File: config.mk
export PLATFORM = sky130hd
export DESIGN_NAME = bpdc_lerp
export DESIGN_NICKNAME = d
export VERILOG_FILES = /design/src/bpdc_pkg.sv /design/src/bpdc_lerp.sv
export SDC_FILE = /design/constraint.sdc
export NUM_CORES = 2
export LEC_CHECK = 0
export CAP_MARGIN = 20
export CORE_MARGIN = 2
export CORE_UTILIZATION = 55
export DETAILED_ROUTE_END_ITERATION = 12
export DONT_BUFFER_PORTS = 1
export PLACE_DENSITY_LB_ADDON = 0.15
export SYNTH_ARGS = -nofsm -noshare
export SYNTH_HDL_FRONTEND = slang
export SYNTH_SLANG_ARGS = --single-unit
File: constraint.sdc
create_clock -name clk -period 10.4 [get_ports clk]
set_input_delay 0 -clock clk [delete_from_list [all_inputs] [get_ports clk]]
set_output_delay 0 -clock clk [all_outputs]
set_load 0.05 [all_outputs]
File: src/bpdc_pkg.sv
// ----------------------------------------------------------------------------
// bpdc_pkg
// Shared types, widths and register codes for the Bezier point evaluator.
// ----------------------------------------------------------------------------
package bpdc_pkg;

  // Field widths
  localparam int T_W         = 17;              // t in Q1.16, 17 bits to hold 1.0
  localparam int FRAC_W      = T_W - 1;         // scale gained per level
  localparam int COORD_W     = 16;
  localparam int NUM_COORDS  = 3;
  localparam int POINT_W     = COORD_W * NUM_COORDS;
  localparam int NUM_PT_REGS = 4;
  localparam int NUM_LEVELS  = NUM_PT_REGS - 1;
  localparam int FINAL_W     = COORD_W + FRAC_W * NUM_LEVELS;
  localparam int DEG_W       = 2;
  localparam int CFG_IDX_W   = 3;

  // Widest multiplicand done in one piece
  localparam int MUL_MAX_W   = 32;

  // Defaults
  localparam int MAX_POINTS_DEF = 4;

  localparam logic [T_W-1:0]     T_ONE      = T_W'(1) << FRAC_W;
  localparam logic [COORD_W-1:0] SIGN_FLIP  = COORD_W'(1) << (COORD_W - 1);
  localparam logic [DEG_W-1:0]   DEG_RESET  = DEG_W'(NUM_LEVELS);

  // Register indexes
  localparam logic [CFG_IDX_W-1:0] REG_DEGREE = CFG_IDX_W'(0);
  localparam logic [CFG_IDX_W-1:0] REG_POINT0 = CFG_IDX_W'(1);

  typedef logic [POINT_W-1:0] point_t;

  // Configuration as seen by the datapath
  typedef struct packed {
    logic [DEG_W-1:0]                degree;
    point_t [NUM_PT_REGS-1:0]        points;
  } curve_cfg_t;

  // Stage enables of one interpolation level
  typedef struct packed {
    logic mul_en;
    logic add_en;
  } lvl_ctl_t;

  // Round the 2^48-scaled offset value to nearest (ties up), saturate,
  // and return to two's complement.
  function automatic logic [COORD_W-1:0] round_coord(input logic [FINAL_W-1:0] v);
    logic [FINAL_W:0]     s;
    logic [COORD_W:0]     r;
    logic [COORD_W-1:0]   u;
    s = {1'b0, v} + ((FINAL_W + 1)'(1) << (FINAL_W - COORD_W - 1));
    r = s[FINAL_W:FINAL_W-COORD_W];
    u = r[COORD_W] ? {COORD_W{1'b1}} : r[COORD_W-1:0];
    return u ^ SIGN_FLIP;
  endfunction

endpackage

File: src/bpdc_lerp.sv
// ----------------------------------------------------------------------------
// bpdc_lerp
// One de Casteljau level over N_IN values: q' = q*2^16 + (q_next - q)*t.
// Two register stages: multiply, then add. Wide differences are split
// into two partial products.
// ----------------------------------------------------------------------------
module bpdc_lerp #(
  parameter int N_IN = 4,
  parameter int IN_W = 16
) (
  input  logic                                 clk,
  input  bpdc_pkg::lvl_ctl_t                   ctl,
  input  logic [bpdc_pkg::T_W-1:0]             t,
  input  logic [IN_W-1:0]                      q_in  [N_IN],
  output logic [IN_W+bpdc_pkg::FRAC_W-1:0]     q_out [N_IN-1]
);
  import bpdc_pkg::*;

  localparam int N_OUT = N_IN - 1;
  localparam int DW    = IN_W + 1;          // signed difference
  localparam int SW    = IN_W + FRAC_W + 2; // signed sum
  localparam int OUT_W = IN_W + FRAC_W;

  logic signed [DW-1:0] diff [N_OUT];
  logic signed [SW-1:0] prod [N_OUT];
  logic signed [SW-1:0] sum  [N_OUT];
  logic [IN_W-1:0]      base [N_OUT];
  logic signed [T_W:0]  ts;

  assign ts = signed'({1'b0, t});

  // Neighbor differences
  always_comb begin
    for (int i = 0; i < N_OUT; i++) begin
      diff[i] = signed'({1'b0, q_in[i+1]}) - signed'({1'b0, q_in[i]});
    end
  end

  // Multiply stage: base value travels with its product
  always_ff @(posedge clk) begin
    if (ctl.mul_en) begin
      for (int i = 0; i < N_OUT; i++) begin
        base[i] <= q_in[i];
      end
    end
  end

  if (DW > MUL_MAX_W) begin : g_split
    localparam int LO_W = DW / 2;
    localparam int HI_W = DW - LO_W;

    logic [LO_W+T_W-1:0]      p_lo [N_OUT];
    logic signed [HI_W+T_W:0] p_hi [N_OUT];

    always_ff @(posedge clk) begin
      if (ctl.mul_en) begin
        for (int i = 0; i < N_OUT; i++) begin
          p_lo[i] <= diff[i][LO_W-1:0] * t;
          p_hi[i] <= signed'(diff[i][DW-1:LO_W]) * ts;
        end
      end
    end

    // Recombine partial products
    always_comb begin
      for (int i = 0; i < N_OUT; i++) begin
        prod[i] = (SW'(p_hi[i]) <<< LO_W) + SW'(signed'({1'b0, p_lo[i]}));
      end
    end
  end else begin : g_full
    logic signed [DW+T_W:0] p [N_OUT];

    always_ff @(posedge clk) begin
      if (ctl.mul_en) begin
        for (int i = 0; i < N_OUT; i++) begin
          p[i] <= diff[i] * ts;
        end
      end
    end

    always_comb begin
      for (int i = 0; i < N_OUT; i++) begin
        prod[i] = SW'(p[i]);
      end
    end
  end

  // Add stage; result stays within [0, 2^OUT_W)
  always_comb begin
    for (int i = 0; i < N_OUT; i++) begin
      sum[i] = signed'({2'b00, base[i], FRAC_W'(0)}) + prod[i];
    end
  end

  always_ff @(posedge clk) begin
    if (ctl.add_en) begin
      for (int i = 0; i < N_OUT; i++) begin
        q_out[i] <= sum[i][OUT_W-1:0];
      end
    end
  end

endmodule

## After elaboration in Yosys (flattened, before gate mapping)

Memories as Yosys holds them, arrays and structs flattened.
Cells that the tools add are included.

| word-level totals | value |
|---|---|
| logic and storage cells | 16 |
| memories kept | 2 |
| memory bits (writable) | 153 |
| input port bits | 84 |
| register bits after elaboration | 96 |
| output and inout bits | 96 |

Memories:

| name | depth | width | read ports | clocked after Yosys merged registers in | write ports | RTL line | RTL |
|---|---|---|---|---|---|---|---|
| g_full.p | 3 | 35 | 3 | 0 | 3 | bpdc_lerp.sv:71 | `logic signed [DW+T_W:0] p [N_OUT];` |
| base | 3 | 16 | 3 | 0 | 3 | bpdc_lerp.sv:27 | `logic [IN_W-1:0] base [N_OUT];` |

| cells by class | value |
|---|---|
| muxes and demuxes | 2 |
| add/sub/neg operators | 6 |
| multiply operators | 3 |

Operators by type and width:

| cell | count |
|---|---|
| multiplier 17 x 18 -> 35 bit | 3 |
| adder 32 bit | 3 |
| subtractor 16 x 16 -> 17 bit | 3 |
| 2-to-1 mux 1 bit | 2 |

## Logic depth before layout (Yosys ltp)

| logic depth | value |
|---|---|
| depth in word-level cells | 2 |
| depth in mapped cells | 34 |
| gate-level depth less buffers | 33 |

## Worst setup path before layout

Ideal clock, no wire load.

| timing | value |
|---|---|
| kind | input-to-reg |
| start | in q_in[16] (netlist bit) |
| end | mem g_full.p[0][66] (netlist bit) (data pin) |
| data arrival time | 7.208 ns |
| required time | 10.132 ns |
| setup time | 0.268 ns |
| path slack | 2.924 ns |
| stages on the path | 32 |
| buffers on the path | 1 |
| cell sequence | inv_1 -> ha_1 -> fa_1 -> nor2b_4 -> o31a_1 -> o211ai_2 -> nand2_2 -> a221oi_2 -> nand2b_1 -> a21oi_1 -> xnor2_1 -> clkbuf_1 -> nand2_1 -> fa_1 -> inv_1 -> fa_1 -> fa_1 -> fa_1 -> fa_1 -> inv_1 -> fa_1 -> inv_1 -> ha_1 -> a21o_1 -> a21o_1 -> a211o_1 -> a211o_1 -> a41oi_2 -> o21ai_1 -> o41ai_2 -> xnor2_1 -> xnor3_1 |

RTL lines:

| item | RTL line | RTL |
|---|---|---|
| start: declaration | bpdc_lerp.sv:14 | `input logic [IN_W-1:0] q_in [N_IN],` |
| end: declaration | bpdc_lerp.sv:71 |  |

==> qor.csv <==
metric,value,unit
status,"finished, violations left",
violations,negative hold slack,
vias,27636,
dr.pass1.iters,5,
end_kind,register,
detail_route.vias_per_cell,5.39,
path_common_cell,fa_1,
dp_hpwl,70800,µm
synth_cells,4187,
async_flop_share,0,
startpoint_type,input pin,
rows,98,
synth-edff-count,240,
finalSetupViolations,0,
fin_setup_tns,0,ps
track_usage,0.262,
worst_slack,2400,ps
path_clk_slew,60,ps
cts-buffers-inserted,27,
r2r_setup_slack,7280,ps
htreeDepth,1,
ys_seq_elements,240,
core,0.0719,mm²
worstSkewPairLatency,580,ps
routedWlPerCell,18.3,µm
first_global_vias,29130,
post-route-drc-count,0,
numPortBuffers,0,
clock-sinks,240,
crit_required,10720,ps
final_nets,5342,
drive_gt1_frac,0.0283,
cts-root-buf,clkbuf_16,
tightestPinTransition,1080,ps
place_area,0.0411,mm²
hold_buffers,55,
dr_wl_met2,43000,µm
drt_iter0_drc,1597,
antenna_left,0,
gp_congestion,0.862,
cts_buffer_depth,3,
antenna_found_initial,10,
rsz0062_at_grt,false,
syn_nets,5375,
cpMaxStageDelayCell,xnor2_2,
cts_setup_buffers,0,
relSlewSlack,0.279,
yosysUniqueCellTypes,76,
cts_resized,0,
grt_pass1_wl,154000,µm
path_max_fanout,17,
grt_overflow,0,
wl,93700,µm
cpPeakStageDelay,700,ps
pre_cts_ws,1910,ps
grt_max_degree,145,
drt-met1-wl,40700,µm
fin_crit_sh,0.769,
dieWidth,274,µm
worstHoldPathType,input pin to register,
die-area,0.0750,mm²
avgSynthCellArea,9.57,µm²
critPathKind,input pin to register,
fin_crit,8000,ps
cts_tree,yes,
final_hold_viol_count,11,
area_growth,6.00,%
yosysWarningCount,0,
initial_core_util,0.558,
synth_ff_type,edfxtp_1,
holdWs,-44.1,ps
top_layer_used,met5,
routed-wl-met3,6920,µm
skew,23.3,ps
cp.arrival,8310,ps
maxSlewViolCount,0,
syn_area,0.0401,mm²
seq_area_frac_synth,0.180,
cap_violations,0,
die_y,274,µm
io_pins,180,
max_freq,125,MHz
postLayoutCellArea,0.0425,mm²
## critical path, delay by kind of cell
family / cells / cell delay, ps
and+or+nand+nor: 5 / 1250
buffers and inverters: 4 / 190
adders and majority gates: 9 / 3910
muxes: 1 / 170
AOI/OAI and AO/OA: 8 / 1830
xor gates and xnor gates: 3 / 990
## final cells by class
class	count	area, µm²
fillers	6338	29400
flip-flops and latches	240	7210
well taps	950	1190
clock inverters	12	93.8
clock buffers	35	706
diodes	5	12.5
multi-input cells	2842	28900
inverters	964	3620
repair buffers	79	766
## Yosys cell counts (5+ instances only)
cell type / number / area (µm²)
or2_2: 9 / 56.3
a21o_1: 31 / 233
nand3_1: 31 / 155
nand2b_1: 36 / 225
a21boi_0: 8 / 60.1
xor2_1: 33 / 289
nor4_1: 5 / 31.3
inv_1: 963 / 3610
or3_1: 18 / 113
and3_1: 29 / 181
a21oi_1: 112 / 561
ha_1: 426 / 5330
o211ai_1: 8 / 60.1
a211oi_1: 15 / 113
nor2b_1: 128 / 801
a31oi_1: 7 / 43.8
nor3b_1: 6 / 45.0
clkbuf_1: 133 / 499
a211o_1: 15 / 131
nor2_1: 120 / 450
edfxtp_1: 240 / 7210
nor3_1: 36 / 180
nand2_1: 521 / 1960
o31a_1: 8 / 70.1
xnor2_1: 116 / 1020
o2111ai_1: 5 / 43.8
o21a_1: 29 / 218
o21bai_1: 19 / 143
o21ai_0: 65 / 325
nand4_1: 10 / 62.6
fa_1: 678 / 13600
and2_1: 253 / 1580
## final timing paths
check	startpoint	to	cells past startpoint
max	q_in[0]	g_full.p[0][101]	30
min	ctl[1]	base[0][43]	1
max reg2reg	base[0][32]	q_out[30]	12
min reg2reg	g_full.p[0][73]	q_out[3]	0
## per-stage QoR
step | utilization | instances
3_5_place_dp | 0.572 | 5020
2_1_floorplan | - | 4187
3_3_place_gp | 0.572 | 5020
4_1_cts | 0.591 | 5122
6_report | 0.591 | 5127
5_1_grt | 0.591 | 5122
## flip-flops by register name (all words and copies together) (netlist names)
| register | count |
|---|---|
| g_full.p | 96 |
| base | 48 |
| q_out | 96 |
## layout by cell type, fill, tap and decap left out, types with 95 or more instances in the layout
master      n
nor2b_1   128
ha_1      426
nand2_1   521
edfxtp_1  240
and2_1    253
xnor2_1    95
nor2_1    120
inv_1     963
fa_1      678
a21oi_1   111
## routing by layer
layer,vias up,GRT usage
li1,12823,-
met1,13914,0.359
met2,756,0.423
met3,139,0.0532
met4,4,0.0795
met5,-,0
## cells by family (layout without fill, tap and decap cells)
family,count (synthesis),after routing,share of synthesized area
AND/OR/NAND/NOR,1218,1218,0.149
buffers and inverters,1105,1090,0.104
adder cells (fa/ha/maj),1104,1104,0.472
AO/OA/AOI/OAI,368,368,0.0615
flip-flops,240,240,0.180
XOR/XNOR,150,150,0.0331
multiplexers,2,2,0.000500
other,0,5,0
Power is left out: the tool's default activity adds up to more than one toggle a clock period on the data nets, which glitch-free logic cannot reach.
