==> src/bpdc_pkg.sv <==
// ----------------------------------------------------------------------------
// bpdc_pkg
// Shared types, widths and register codes for the Bezier point evaluator.
// ----------------------------------------------------------------------------
package bpdc_pkg;

  // Field widths
  localparam int T_W         = 17;              // t in Q1.16, 17 bits to hold 1.0
  localparam int FRAC_W      = T_W - 1;         // scale gained per level
  localparam int COORD_W     = 16;
  localparam int NUM_COORDS  = 3;
  localparam int POINT_W     = COORD_W * NUM_COORDS;
  localparam int NUM_PT_REGS = 4;
  localparam int NUM_LEVELS  = NUM_PT_REGS - 1;
  localparam int FINAL_W     = COORD_W + FRAC_W * NUM_LEVELS;
  localparam int DEG_W       = 2;
  localparam int CFG_IDX_W   = 3;

  // Widest multiplicand done in one piece
  localparam int MUL_MAX_W   = 32;

  // Defaults
  localparam int MAX_POINTS_DEF = 4;

  localparam logic [T_W-1:0]     T_ONE      = T_W'(1) << FRAC_W;
  localparam logic [COORD_W-1:0] SIGN_FLIP  = COORD_W'(1) << (COORD_W - 1);
  localparam logic [DEG_W-1:0]   DEG_RESET  = DEG_W'(NUM_LEVELS);

  // Register indexes
  localparam logic [CFG_IDX_W-1:0] REG_DEGREE = CFG_IDX_W'(0);
  localparam logic [CFG_IDX_W-1:0] REG_POINT0 = CFG_IDX_W'(1);

  typedef logic [POINT_W-1:0] point_t;

  // Configuration as seen by the datapath
  typedef struct packed {
    logic [DEG_W-1:0]                degree;
    point_t [NUM_PT_REGS-1:0]        points;
  } curve_cfg_t;

  // Stage enables of one interpolation level
  typedef struct packed {
    logic mul_en;
    logic add_en;
  } lvl_ctl_t;

  // Round the 2^48-scaled offset value to nearest (ties up), saturate,
  // and return to two's complement.
  function automatic logic [COORD_W-1:0] round_coord(input logic [FINAL_W-1:0] v);
    logic [FINAL_W:0]     s;
    logic [COORD_W:0]     r;
    logic [COORD_W-1:0]   u;
    s = {1'b0, v} + ((FINAL_W + 1)'(1) << (FINAL_W - COORD_W - 1));
    r = s[FINAL_W:FINAL_W-COORD_W];
    u = r[COORD_W] ? {COORD_W{1'b1}} : r[COORD_W-1:0];
    return u ^ SIGN_FLIP;
  endfunction

endpackage

==> src/bpdc_cfg.sv <==
// ----------------------------------------------------------------------------
// bpdc_cfg
// Degree and control point registers, with the degree capped to one less
// than the number of points kept.
// ----------------------------------------------------------------------------
module bpdc_cfg #(
  parameter int NUM_PTS = 4
) (
  input  logic                               clk,
  input  logic                               rst,
  input  logic                               cfg_write,
  input  logic [bpdc_pkg::CFG_IDX_W-1:0]     cfg_index,
  input  logic [bpdc_pkg::POINT_W-1:0]       cfg_data,
  output bpdc_pkg::curve_cfg_t               cfg
);
  import bpdc_pkg::*;

  localparam int DEG_MAX = NUM_PTS - 1;

  logic [DEG_W-1:0] degree;

  // Degree register
  always_ff @(posedge clk) begin
    if (rst) begin
      degree <= DEG_RESET;
    end else if (cfg_write && cfg_index == REG_DEGREE) begin
      degree <= cfg_data[DEG_W-1:0];
    end
  end

  assign cfg.degree = (degree > DEG_W'(DEG_MAX)) ? DEG_W'(DEG_MAX) : degree;

  // Point registers; slots past NUM_PTS read as zero
  for (genvar i = 0; i < NUM_PT_REGS; i++) begin : g_pt
    if (i < NUM_PTS) begin : g_reg
      point_t pt;
      always_ff @(posedge clk) begin
        if (rst) begin
          pt <= '0;
        end else if (cfg_write && cfg_index == CFG_IDX_W'(REG_POINT0 + i)) begin
          pt <= cfg_data;
        end
      end
      assign cfg.points[i] = pt;
    end else begin : g_none
      assign cfg.points[i] = '0;
    end
  end

endmodule

==> config.mk <==
export PLATFORM = sky130hd
export DESIGN_NAME = bpdc_cfg
export DESIGN_NICKNAME = d
export VERILOG_FILES = /design/src/bpdc_pkg.sv /design/src/bpdc_cfg.sv
export SDC_FILE = /design/constraint.sdc
export NUM_CORES = 1
export LEC_CHECK = 0
export ABC_AREA = 1
export BUFFER_PORTS_ARGS = -buffer_cell sky130_fd_sc_hd__buf_2
export CORE_UTILIZATION = 47
export CTS_CLUSTER_SIZE = 14
export DETAILED_ROUTE_END_ITERATION = 6
export PLACE_DENSITY = 0.75
export REMOVE_ABC_BUFFERS = 1
export SETUP_SLACK_MARGIN = 0.1
export SYNTH_ARGS = -nofsm -noshare
export SYNTH_HDL_FRONTEND = slang
export SYNTH_SLANG_ARGS = --single-unit
==> constraint.sdc <==
create_clock -name clk -period 1.4 [get_ports clk]
set_input_delay 0.28 -clock clk [delete_from_list [all_inputs] [get_ports clk]]
set_output_delay 0.28 -clock clk [all_outputs]
set_load 0.01 [all_outputs]
## Word level (Yosys, flattened, before mapping)

Index checks and enable logic that the tools add are counted.
W data, S select, Z words.

- Register bits after elaboration: 194
- Latch bits: 0
- Memory bits (writable): 0
- Memory bits (read-only): 0
- Bits of input ports: 54
- Output and inout port bits: 194
- Memories kept: 0

- Add/subtract/negate cells: 0
- Multipliers: 0
- Div/mod/pow operators: 0
- $lt $le $gt $ge: 1
- Equality and inequality tests: 4
- Shifts and indexed selects: 0
- Multiplexer cells: 1
- Bitwise operators: 0
- Reduce and logical (&&, ||, !) cells: 6

Operator list:

| cell | number |
|---|---|
| $eq A3 B2 Y1 const B | 2 |
| $logic_and A1 B1 Y1 | 5 |
| $eq A3 B1 Y1 const B | 1 |
| $eq A3 B3 Y1 const B | 1 |
| $logic_not A3 Y1 | 1 |
| $gt A2 B2 Y1 const B | 1 |
| $mux W2 | 1 |

## Depth between registers and ports, before layout

Gate-level depths: netlist of run 1.

- Word-level depth: 2
- Mapped depth: 7

## Worst setup path after synthesis of run 1

OpenSTA, ideal clock, no wires.

- Kind: input port to flip-flop
- From: input port cfg_index[0] (netlist bit)
- To: register degree[0]
- Arrival time: 0.985 ns
- Data required time: 1.267 ns
- Slack: 0.282 ns
- Stages on the path: 5
- Buffers on the path: 1
- Cells stage by stage: nor2_1 clkbuf_1 nand2_1 nand2_1 nand3_1

- Word-level cells in the longest chain between the ends: 2

RTL lines:

| item | RTL line | source |
|---|---|---|
| from (decl) | bpdc_cfg.sv:12 | `input logic [bpdc_pkg::CFG_IDX_W-1:0] cfg_index,` |
| $logic_not A3 Y1 | bpdc_cfg.sv:26 | `end else if (cfg_write && cfg_index == REG_DEGREE) begin` |
| $logic_and A1 B1 Y1 | bpdc_cfg.sv:26 |  |
| to (signal assigned) | bpdc_cfg.sv:27 | `degree <= cfg_data[DEG_W-1:0];` |
| to (decl) | bpdc_cfg.sv:20 | `logic [DEG_W-1:0] degree;` |

No other way between the ends.
A chain may end at the register's enable or synchronous reset.

## Worst setup path after layout of run 1

- From: register g_pt[0].g_reg.pt[0]
- To: output port cfg[0] (netlist bit)

RTL lines:

| item | RTL line | source |
|---|---|---|
| from (decl) | bpdc_cfg.sv:36 | `point_t pt;` |
| from (signal assigned) | bpdc_cfg.sv:41 | `pt <= cfg_data;` |
| to (decl) | bpdc_cfg.sv:14 | `output bpdc_pkg::curve_cfg_t cfg` |

No word-level cell between the ends.

==> metrics.md, run 1 <==
| Metric | Value |
|---|---|
| Synthesized flop and latch total | `194` |
| DR vias/cell | `4.92` |
| Critical path peak fanout | `2` |
| Worst Setup End Kind | `primary output` |
| Post-Synth Simple-Gate Area | `41.6%` |
| Clock slew seen by the registers of the worst setup and hold paths | `0.07 ns` |
| Global placement routability congestion | `0.802` |
| Stages on worst setup path | `1` |
| Post-CTS Setup Bufs | `0` |
| CP required | `1.12 ns` |
| Critical path capture point | `cfg[0]` |
| Top Family by Delay on Critical Path | `flip-flops` |
| Hold WS | `0.121 ns` |
| Die area | `16900 sq um` |
| Final core utilization | `61.8%` |
| Final hold violations | `0` |
| Final setup viols | `0` |
| Final HPWL DP | `around 15 mm` |
| Min-delay worst type | `in -> reg` |
| Seq/Total Area, Yosys | `50.4%` |
| Skew final | `0 ns` |
| Slew Viols, Final | `0` |
| Worst Max-Slew Pin Slew | `0.336 ns` |
| Layout cells sized above 1 | `23.6%` |
| Layout Area Growth over Synthesis | `28.0%` |
| Post-Route WL | `22.0 mm` |
| Setup TNS | `0 ns` |
| DRT iter0 DRCs | `between 400 and 500` |
| Largest family of logic cells by synthesized area | `simple AND/OR/NAND/NOR gates` |
| N_diodes | `0` |
| IR drop worst, VDD | `about 0.00097 V` |
| Slowest-stage cell, CP | `dfxtp_1` |
| Fin crit period | `1.26 ns` |
| First-pass GRT wire length | `34.1 mm` |
| Multiplexer area fraction after synthesis | `0%` |
| Initial antenna violation count | `0` |
| Post_cts resized | `0` |
| Final Net Count | `1387` |
| Fmax | `791 MHz` |
| Width of the die | `130 um` |
| Syn Inst Count | `1120` |
| Rows | `46` |
| DRC violations left | `0` |
| Pin count of the biggest net entering global routing | `79` |
| PD cells | `1200 nW/um^2` |
| Worst-Skew Late Latency | `0.42 ns` |
| Crit-path cells | `buf_2` |
| Crit path largest cell delay | `0.40 ns` |
| Setup crit start | `g_pt[0].g_reg.pt[0]` |
| Final Instance Area | `9860 sq um` |
| Max Root-Sink Buffers | `2` |
| Vias | `between 7000 and 8000` |
| Final antenna-violating net count | `0` |
| Wire per inst | `14.1 um` |
| Sinks on Clock Net | `194` |
| RR Endpoint | `g_pt[1].g_reg.pt[47]` |
| Worst slack, placed | `0.0763 ns` |
| Slew margin rel. | `77.6%` |
| Synthesized area | `7700 sq um` |
| Cts hold-fix bufs | `0` |
| Max-cap viol count | `0` |
| Leakage power | `4.95 nW` |
| Boundary Pins | `248` |
| Startpoint Class | `register` |
| Adder-cell share of the synthesized area | `0%` |
| RSZ-0062 raised after global routing | `false` |
| Pre-antenna DRT Iters | `5` |
| Worst reg2reg path depth | `2` |
| Post-route setup slack | `0.136 ns` |
| CTS root buffer | `clkbuf_16` |
| CTS tree | `yes` |
| Syn Area/Cell | `between 6 and 7 sq um` |
| DIE HEIGHT | `130 um` |
| Reg2reg start | `g_pt[1].g_reg.pt[47]` |
| Buf/Inv on CP | `1` |
| Most Used Layer, Global Route | `met2` |
| Vias in the first global route | `~6700` |
| Tcrit/Tclk final | `about nine tenths` |
| WP data arrival | `0.98 ns` |
| Met3 Usage GRT | `6.68%` |
| IO buf count | `247` |
| Yosys warns | `0` |
| Synth Area in Compound Gates | `0%` |
| Initial Util | `between 40 and 50%` |
| # H-tree levels | `4` |
| Overall Global Routing Usage | `between 20% and 30%` |
| Grt ovf | `0` |
| CORE AREA | `15900 sq um` |
| Post-placement cell area | `9300 sq um` |
| GR Layer Usage met2 | `42.8%` |
| Total CTS buffers | `17` |
| Synth Area in XOR/XNOR | `0%` |
| Flop-to-flop setup slack | `0.79 ns` |
| Status | `completed` |
| Cell variety after synth | `11` |
| Critical path class | `reg -> out` |
| M1 GR Usage | `roughly a third` |
layout by cell type (no fill, tap or decap):
cell type / netlist / final
dfxtp_1: 194 / 194
inv_6: 0 / 1
inv_2: 2 / 4
inv_1: 52 / 50
clkinvlp_4: 0 / 2
clkinv_2: 0 / 4
nor2_4: 0 / 8
clkbuf_16: 0 / 17
clkbuf_8: 0 / 3
nand3_1: 196 / 196
nand2_1: 201 / 201
clkbuf_1: 24 / 2
buf_12: 0 / 17
buf_4: 13 / 12
buf_2: 37 / 247
nor2_1: 392 / 384
bufinv_16: 0 / 1
clkinv_4: 0 / 2
synthesized netlist by cell type:
| master | count | area share (%) |
|---|---|---|
| clkbuf_1 | 24 | 1.2 |
| nand2_1 | 201 | 9.8 |
| buf_4 | 13 | 1.3 |
| buf_2 | 37 | 2.4 |
| buf_1 | 8 | 0.39 |
| inv_1 | 52 | 2.5 |
| nand3_1 | 196 | 13 |
| nor2_1 | 392 | 19 |
| clkinv_1 | 1 | 0.049 |
| inv_2 | 2 | 0.098 |
| dfxtp_1 | 194 | 50 |
cells by family (layout without fill, tap and decap cells):
family	Yosys count	in the layout
AND/OR/NAND/NOR	789	789
flip-flops	194	194
buffers and inverters	137	362
registers in the layout (all words and copies together) (netlist names):
| name | flops |
|---|---|
| g_pt.g_reg.pt | 192 |
| degree | 2 |
report_power, final:
part / total [W] / internal [W] / switching (W)
sequential: 0.00582 / 0.00571 / 0.000104
combinational: 0.00137 / 0.000510 / 0.000864
clock: 0.00463 / 0.00258 / 0.00206
total: 0.0118 / 0.00880 / 0.00302
routing by layer:
| layer | share of wire [%] | wire length [um] |
|---|---|---|
| met1 | 44 | 9600 |
| met4 | 1.3 | 278 |
| met3 | 8.2 | 1810 |
| met2 | 47 | 10300 |
| met5 | 0 | 0 |
final cells by class:
type	count	area (sq um)
tap	216	270
fill	1519	6090
sequential	194	3880
clock buffer	22	474
inverter	55	211
timing repair buffer	276	1670
multi-input combinational	789	3270
clock inverter	9	82.6
worst min path at each step:
| stage | startpoint | to | slack [ns] | cells after the start |
|---|---|---|---|---|
| finish | cfg_data[0] | degree[0] | 0.12 | 3 |
| detailed placement | g_pt[1].g_reg.pt[0] | g_pt[1].g_reg.pt[0] | 0.47 | 2 |
| global placement | degree[1] | degree[1] | 0.44 | 2 |
| CTS | cfg_data[0] | degree[0] | 0.11 | 3 |
| floorplan | cfg_data[0] | degree[0] | 0.43 | 2 |
| global route | cfg_data[0] | degree[0] | 0.14 | 3 |
through the flow:
stage | cells | power (W)
6_report | 1561 | 0.0118
5_1_grt | 1561 | 0.0123
4_1_cts | 1561 | 0.0119
3_5_place_dp | 1530 | 0.00731
3_3_place_gp | 1530 | 0.00729
2_1_floorplan | 1038 | 0.00678
(Power assumes the default switching activity.)
==> run 2: changes to the inputs <==
- ABC_AREA: 1 -> default
==> metrics.md, run 2 <==
| Metric | Value |
|---|---|
| Crit path largest cell delay | `0.37 ns (-0.03 ns)` |
| Critical path class | `reg -> out` |
| Slowest-stage cell, CP | `dfxtp_1` |
| Yosys warns | `0 (unchanged)` |
| Initial antenna violation count | `0 (unchanged)` |
| Final setup viols | `0 (unchanged)` |
| First-pass GRT wire length | `26.4 mm (-23%)` |
| Min-delay worst type | `in -> reg` |
| Reg with most FFs | `g_pt.g_reg.pt` |
| Syn Inst Count | `687 (-39%)` |
| Worst reg2reg path depth | `2 (unchanged)` |
| Fill count | `1353 (-11%)` |
| Initial Util | `48.3% (about the same)` |
| Most frequent cells in the layout | `buf_2 (246), nand2b_1 (240), mux2i_1 (194), dfxtp_1 (194), clkbuf_16 (17)` |
| Flop-to-flop setup slack | `0.77 ns (-0.02 ns)` |
| Final Instance Area | `9790 sq um (-0.65%)` |
| Max reg flops | `192 (unchanged)` |
| Synthesized area | `7670 sq um (-0.41%)` |
| Crit-path cells | `buf_2` |
| Critical path peak fanout | `2 (unchanged)` |
| Most common cell in the synthesized netlist | `nand2b_1` |
| Cell count after placement | `1118 (-27%)` |
| N_diodes | `0 (unchanged)` |
| Stages on worst setup path | `1 (unchanged)` |
| DRC violations left | `0 (unchanged)` |
| Final Net Count | `975 (-30%)` |
| Max-cap viol count | `0 (unchanged)` |
| Wire per inst | `15.0 um (+6.3%)` |
| Worst Setup End Kind | `primary output` |
| Final cell count without fillers | `1149 (-26%)` |
| Clock slew seen by the registers of the worst setup and hold paths | `0.06 ns (about the same)` |
| Seq/Total Area, Yosys | `50.6% (+0.21 points)` |
| Buf/Inv on CP | `1 (unchanged)` |
| Skew final | `0 ns (unchanged)` |
| CTS tree | `yes` |
| Cts hold-fix bufs | `0 (unchanged)` |
| Main synth FF type | `dfxtp_1` |
| Slew margin rel. | `79.1% (+1.5 points)` |
| DIE HEIGHT | `130 um (-0.20%)` |
| # H-tree levels | `4 (unchanged)` |
| CORE AREA | `15900 sq um (-0.36%)` |
| Sinks on Clock Net | `194 (unchanged)` |
| Hold path depth | `3 (unchanged)` |
| CP required | `1.12 ns (about the same)` |
| IR drop worst, VDD | `0.000809 V (-16%)` |
| Width of the die | `130 um (-0.20%)` |
| Top cells by area, synth | `dfxtp_1 (51%), mux2i_1 (25%), nand2b_1 (20%)` |
| Final HPWL DP | `11.5 mm (-21%)` |
| Biggest regs | `g_pt.g_reg.pt: 192 flops, degree: 2 flops` |
| Vias in the first global route | `5089 (-25%)` |
| Grt ovf | `0 (unchanged)` |
| Rows | `46 (unchanged)` |
| Startpoint Class | `register` |
| Layout cells sized above 1 | `31.8% (+8.2 points)` |
| Fin crit period | `1.21 ns (-0.0523 ns)` |
| Post-placement cell area | `9210 sq um (-1.0%)` |
| Post-route setup slack | `0.188 ns (+0.0523 ns)` |
| Hold Crit Start | `cfg_data[1]` |
| DR vias/cell | `4.73 (-3.7%)` |
| Vias | `5439 (-29%)` |
| Worst Max-Slew Pin Slew | `0.314 ns (-0.0228 ns)` |
| Layout Area Growth over Synthesis | `27.7%` |
| Cell variety after synth | `12 (+1)` |
| Hold Path End | `degree[1]` |
| Yosys top cell by area | `dfxtp_1` |
| CTS root buffer | `clkbuf_16` |
| Pre-antenna DRT Iters | `4 (-1)` |
| Syn Area/Cell | `11.2 sq um (+62%)` |
| Synthesized flop and latch total | `194 (unchanged)` |
| Reg2reg start | `g_pt[1].g_reg.pt[47]` |
| Die area | `16800 sq um (-0.40%)` |
| Total CTS buffers | `17 (unchanged)` |
| Tcrit/Tclk final | `86.6% (-3.7 points)` |
| Max Root-Sink Buffers | `2 (unchanged)` |
| Slew Viols, Final | `0 (unchanged)` |
| Most common cell after layout, fill and taps aside | `buf_2` |
| Global placement routability congestion | `0.716 (-11%)` |
| PD cells | `1160 nW/um^2 (-3.4%)` |
| WP data arrival | `0.93 ns (-0.05 ns)` |
| Final core utilization | `61.6% (-0.18 points)` |
| Post-Route WL | `17.2 mm (-22%)` |
| Boundary Pins | `248 (unchanged)` |
| Pin count of the biggest net entering global routing | `98 (+24%)` |
| Post-CTS Setup Bufs | `0 (unchanged)` |
| Worst slack, placed | `0.0928 ns (+0.0165 ns)` |
| Post_cts resized | `0 (unchanged)` |
| RR Endpoint | `g_pt[1].g_reg.pt[47]` |
| Most frequent cells after synthesis | `nand2b_1 (240), dfxtp_1 (194), mux2i_1 (194), clkbuf_1 (25), buf_2 (11)` |
| Final antenna-violating net count | `0 (unchanged)` |
| Post-synth EDFFs | `0 (unchanged)` |
| Status | `completed` |
| Synth top area share | `50.6% (+0.21 points)` |
| Leakage power | `5.13 nW (+3.6%)` |
| Overall Global Routing Usage | `20.2% (-5.8 points)` |
| Async SR Flop Fraction | `0% (unchanged)` |
| Top Family by Delay on Critical Path | `flip-flops` |
| IO buf count | `247 (unchanged)` |
| Worst-Skew Late Latency | `0.42 ns (about the same)` |
| RSZ-0062 raised after global routing | `false` |
| DRT iter0 DRCs | `237 (-49%)` |
| Fmax | `825 MHz (+4.3%)` |
| Final hold violations | `0 (unchanged)` |
==> run 2: cell count changes after synthesis, sizes merged, moves of 35 or more <==
cell,before,now
buf,58,23
inv,54,0
mux2i,0,194
nand2,201,0
nand2b,0,240
nand3,196,0
nor2,392,4
==> run 2: logic make-up (layout without fill, tap and decap cells) <==
| group | after synthesis | in the layout | synth area share [%] |
|---|---|---|---|
| simple gates | 251 | 251 | 20.8 |
| mux | 194 | 194 | 25.3 |
| flops | 194 | 194 | 50.6 |
| buf+inv | 48 | 294 | 3.26 |
==> run 2: report_power, final <==
part           leakage [nW]  internal, W  switching (W)
clock                 0.283      0.00273        0.00207
combinational          3.28     0.000413       0.000431
sequential             1.57      0.00564      0.0000596
==> run 2: worst max-delay path by stage <==
| stage | endpoint | start |
|---|---|---|
| after global routing | cfg[129] | g_pt[2].g_reg.pt[33] |
| after CTS | cfg[49] | g_pt[1].g_reg.pt[1] |
| after floorplan | g_pt[3].g_reg.pt[0] | cfg_index[1] |
| after global placement | g_pt[0].g_reg.pt[20] | cfg_index[2] |
| final | cfg[49] | g_pt[1].g_reg.pt[1] |
| after detailed placement | g_pt[0].g_reg.pt[13] | cfg_index[2] |
==> run 2: area by class of cell <==
type | count | area [sq um] | area share, %
flip-flops and latches | 194 | 3880 | 39.7
multi-input cells | 445 | 3560 | 36.3
repair buffers | 263 | 1500 | 15.3
clock buffers | 20 | 457 | 4.66
well taps | 216 | 270 | 2.76
clock inverters | 11 | 129 | 1.32
==> run 2: per-layer routing <==
metal	GRT usage (%)	part of all wire, %	vias to the layer above
met5	0	0	-
met4	6.70	1.0	0
met3	7.75	8.2	15
met2	33.3	46	183
met1	24.1	45	2515
li1	-	-	2726
==> run 2: through the flow <==
stage               TNS (ns)  power (W)  hold WS, ns
CTS                        0     0.0115        0.134
global placement           0    0.00667        0.454
finish                     0     0.0113        0.154
global route               0     0.0118        0.185
floorplan            -176.72    0.00628        0.436
detailed placement         0    0.00667        0.457
==> run 3: changes to the inputs <==
- ABC_CLOCK_PERIOD_IN_PS: default -> 1400
- CORE_MARGIN: default -> 3
==> metrics.md, run 3 (synthesized netlist as in run 2, its figures left out) <==
| Metric | Value |
|---|---|
| Status | `completed` |
| IR drop worst, VDD | `0.000796 V (-1.6%)` |
| Clock slew seen by the registers of the worst setup and hold paths | `0.07 ns (about the same)` |
| Max-cap viol count | `0 (unchanged)` |
| CTS tree | `yes` |
| Post_cts resized | `0 (unchanged)` |
| N_diodes | `0 (unchanged)` |
| Overall Global Routing Usage | `19.8% (-0.38 points)` |
| Vias | `5483 (+0.81%)` |
| Final Net Count | `983 (+0.82%)` |
| Skew final | `0 ns (unchanged)` |
| IO buf count | `247 (unchanged)` |
| WP data arrival | `0.92 ns (about the same)` |
| Final core utilization | `62.0% (+0.32 points)` |
| Vias in the first global route | `5425 (+6.6%)` |
| Initial antenna violation count | `0 (unchanged)` |
| Reg2reg start | `g_pt[3].g_reg.pt[43]` |
| # H-tree levels | `4 (unchanged)` |
| Layout cells sized above 1 | `32.3% (+0.44 points)` |
| Leakage power | `5.19 nW (+1.0%)` |
| Worst-Skew Late Latency | `0.41 ns (about the same)` |
| Rows | `46 (unchanged)` |
| Setup crit start | `g_pt[2].g_reg.pt[12]` |
| Worst Setup End Kind | `primary output` |
| Slew margin rel. | `82.1% (+3.0 points)` |
| Fin crit period | `1.20 ns (-0.00903 ns)` |
| Critical path class | `reg -> out` |
| First-pass GRT wire length | `28.6 mm (+8.5%)` |
| Stages on worst setup path | `1 (unchanged)` |
| Hold path depth | `3 (unchanged)` |
| Startpoint Class | `register` |
| DR vias/cell | `4.75 (+0.29%)` |
| Final setup viols | `0 (unchanged)` |
| Worst Max-Slew Pin Slew | `0.268 ns (-0.0456 ns)` |
| Most common cell after layout, fill and taps aside | `buf_2` |
| Grt ovf | `0 (unchanged)` |
| Pin count of the biggest net entering global routing | `84 (-14%)` |
| Most frequent cells in the layout | `buf_2 (246), nand2b_1 (240), mux2i_1 (194), dfxtp_1 (194), clkbuf_16 (17)` |
| RSZ-0062 raised after global routing | `false` |
| PD cells | `1170 nW/um^2 (+0.57%)` |
| Min-delay worst type | `in -> reg` |
| Global placement routability congestion | `0.774 (+8.1%)` |
| Initial Util | `48.1% (-0.17 points)` |
| CTS root buffer | `clkbuf_16` |
| Final HPWL DP | `12.4 mm (+7.3%)` |
| Top Family by Delay on Critical Path | `flip-flops` |
| Width of the die | `134 um (+3.1%)` |
| Max Root-Sink Buffers | `2 (unchanged)` |
| Boundary Pins | `248 (unchanged)` |
| Pre-antenna DRT Iters | `4 (unchanged)` |
| DIE HEIGHT | `134 um (+3.1%)` |
| Slowest-stage cell, CP | `dfxtp_1` |
| Reg with most FFs | `g_pt.g_reg.pt` |
| Sinks on Clock Net | `194 (unchanged)` |
| CP required | `1.12 ns (about the same)` |
| Worst reg2reg path depth | `2 (unchanged)` |
| Wire per inst | `15.4 um (+2.9%)` |
| Critical path peak fanout | `2 (unchanged)` |
| Die area | `17900 sq um (+6.3%)` |
| Crit-path cells | `buf_2` |
| Crit path largest cell delay | `0.36 ns (about the same)` |
| CORE AREA | `15900 sq um (+0.36%)` |
| Final hold violations | `0 (unchanged)` |
| Max reg flops | `192 (unchanged)` |
| Hold Crit Start | `cfg_data[0]` |
| Biggest regs | `g_pt.g_reg.pt: 192 flops, degree: 2 flops` |
| Total CTS buffers | `17 (unchanged)` |
| Setup TNS | `0 ns (unchanged)` |
| Cts hold-fix bufs | `0 (unchanged)` |
| Post-Route WL | `17.8 mm (+3.4%)` |
| Tcrit/Tclk final | `85.9% (-0.64 points)` |
| DRC violations left | `0 (unchanged)` |
| Post-CTS Setup Bufs | `0 (unchanged)` |
| Buf/Inv on CP | `1 (unchanged)` |
| Final antenna-violating net count | `0 (unchanged)` |
| Layout Area Growth over Synthesis | `28.8%` |
| DRT iter0 DRCs | `143 (-40%)` |
| Slew Viols, Final | `0 (unchanged)` |
| Fmax | `831 MHz (+0.75%)` |
==> run 3: layer usage <==
| metal | up-vias | part of all wire, % | global-route usage [%] |
|---|---|---|---|
| li1 | 2743 | - | - |
| met1 | 2535 | 46 | 26.0 |
| met2 | 188 | 45 | 31.0 |
| met3 | 17 | 7.9 | 6.99 |
| met4 | 0 | 1.2 | 5.54 |
| met5 | - | 0 | 0 |
==> run 3: final timing paths <==
| check | slack, ns | endpoint |
|---|---|---|
| max | 0.20 | cfg[108] |
| min | 0.16 | degree[0] |
| max reg2reg | 0.77 | g_pt[3].g_reg.pt[43] |
| min reg2reg | 0.47 | g_pt[0].g_reg.pt[13] |
==> run 3: cell type report <==
type / instances / area [sq um]
fillers: 1346 / 6060
flip-flops and latches: 194 / 3880
repair buffers: 271 / 1570
multi-input cells: 445 / 3560
clock inverters: 8 / 129
clock buffers: 21 / 470
well taps: 216 / 270
==> run 3: through the flow <==
step | cell area, sq um | instances | hold WS, ns | worst slack, ns | power [W]
floorplan | 7420 | 639 | 0.436 | -1.62 | 0.00628
global placement | 9280 | 1126 | 0.454 | 0.133 | 0.00669
detailed placement | 9280 | 1126 | 0.456 | 0.0854 | 0.00670
CTS | 9880 | 1155 | 0.136 | 0.167 | 0.0117
global route | 9880 | 1155 | 0.195 | 0.148 | 0.0119
finish | 9880 | 1155 | 0.157 | 0.197 | 0.0115
==> run 3: power by group <==
part           switching [W]  total, W  internal, W
combinational       0.000436  0.000863     0.000427
sequential         0.0000629   0.00570      0.00564
clock                0.00201   0.00495      0.00294
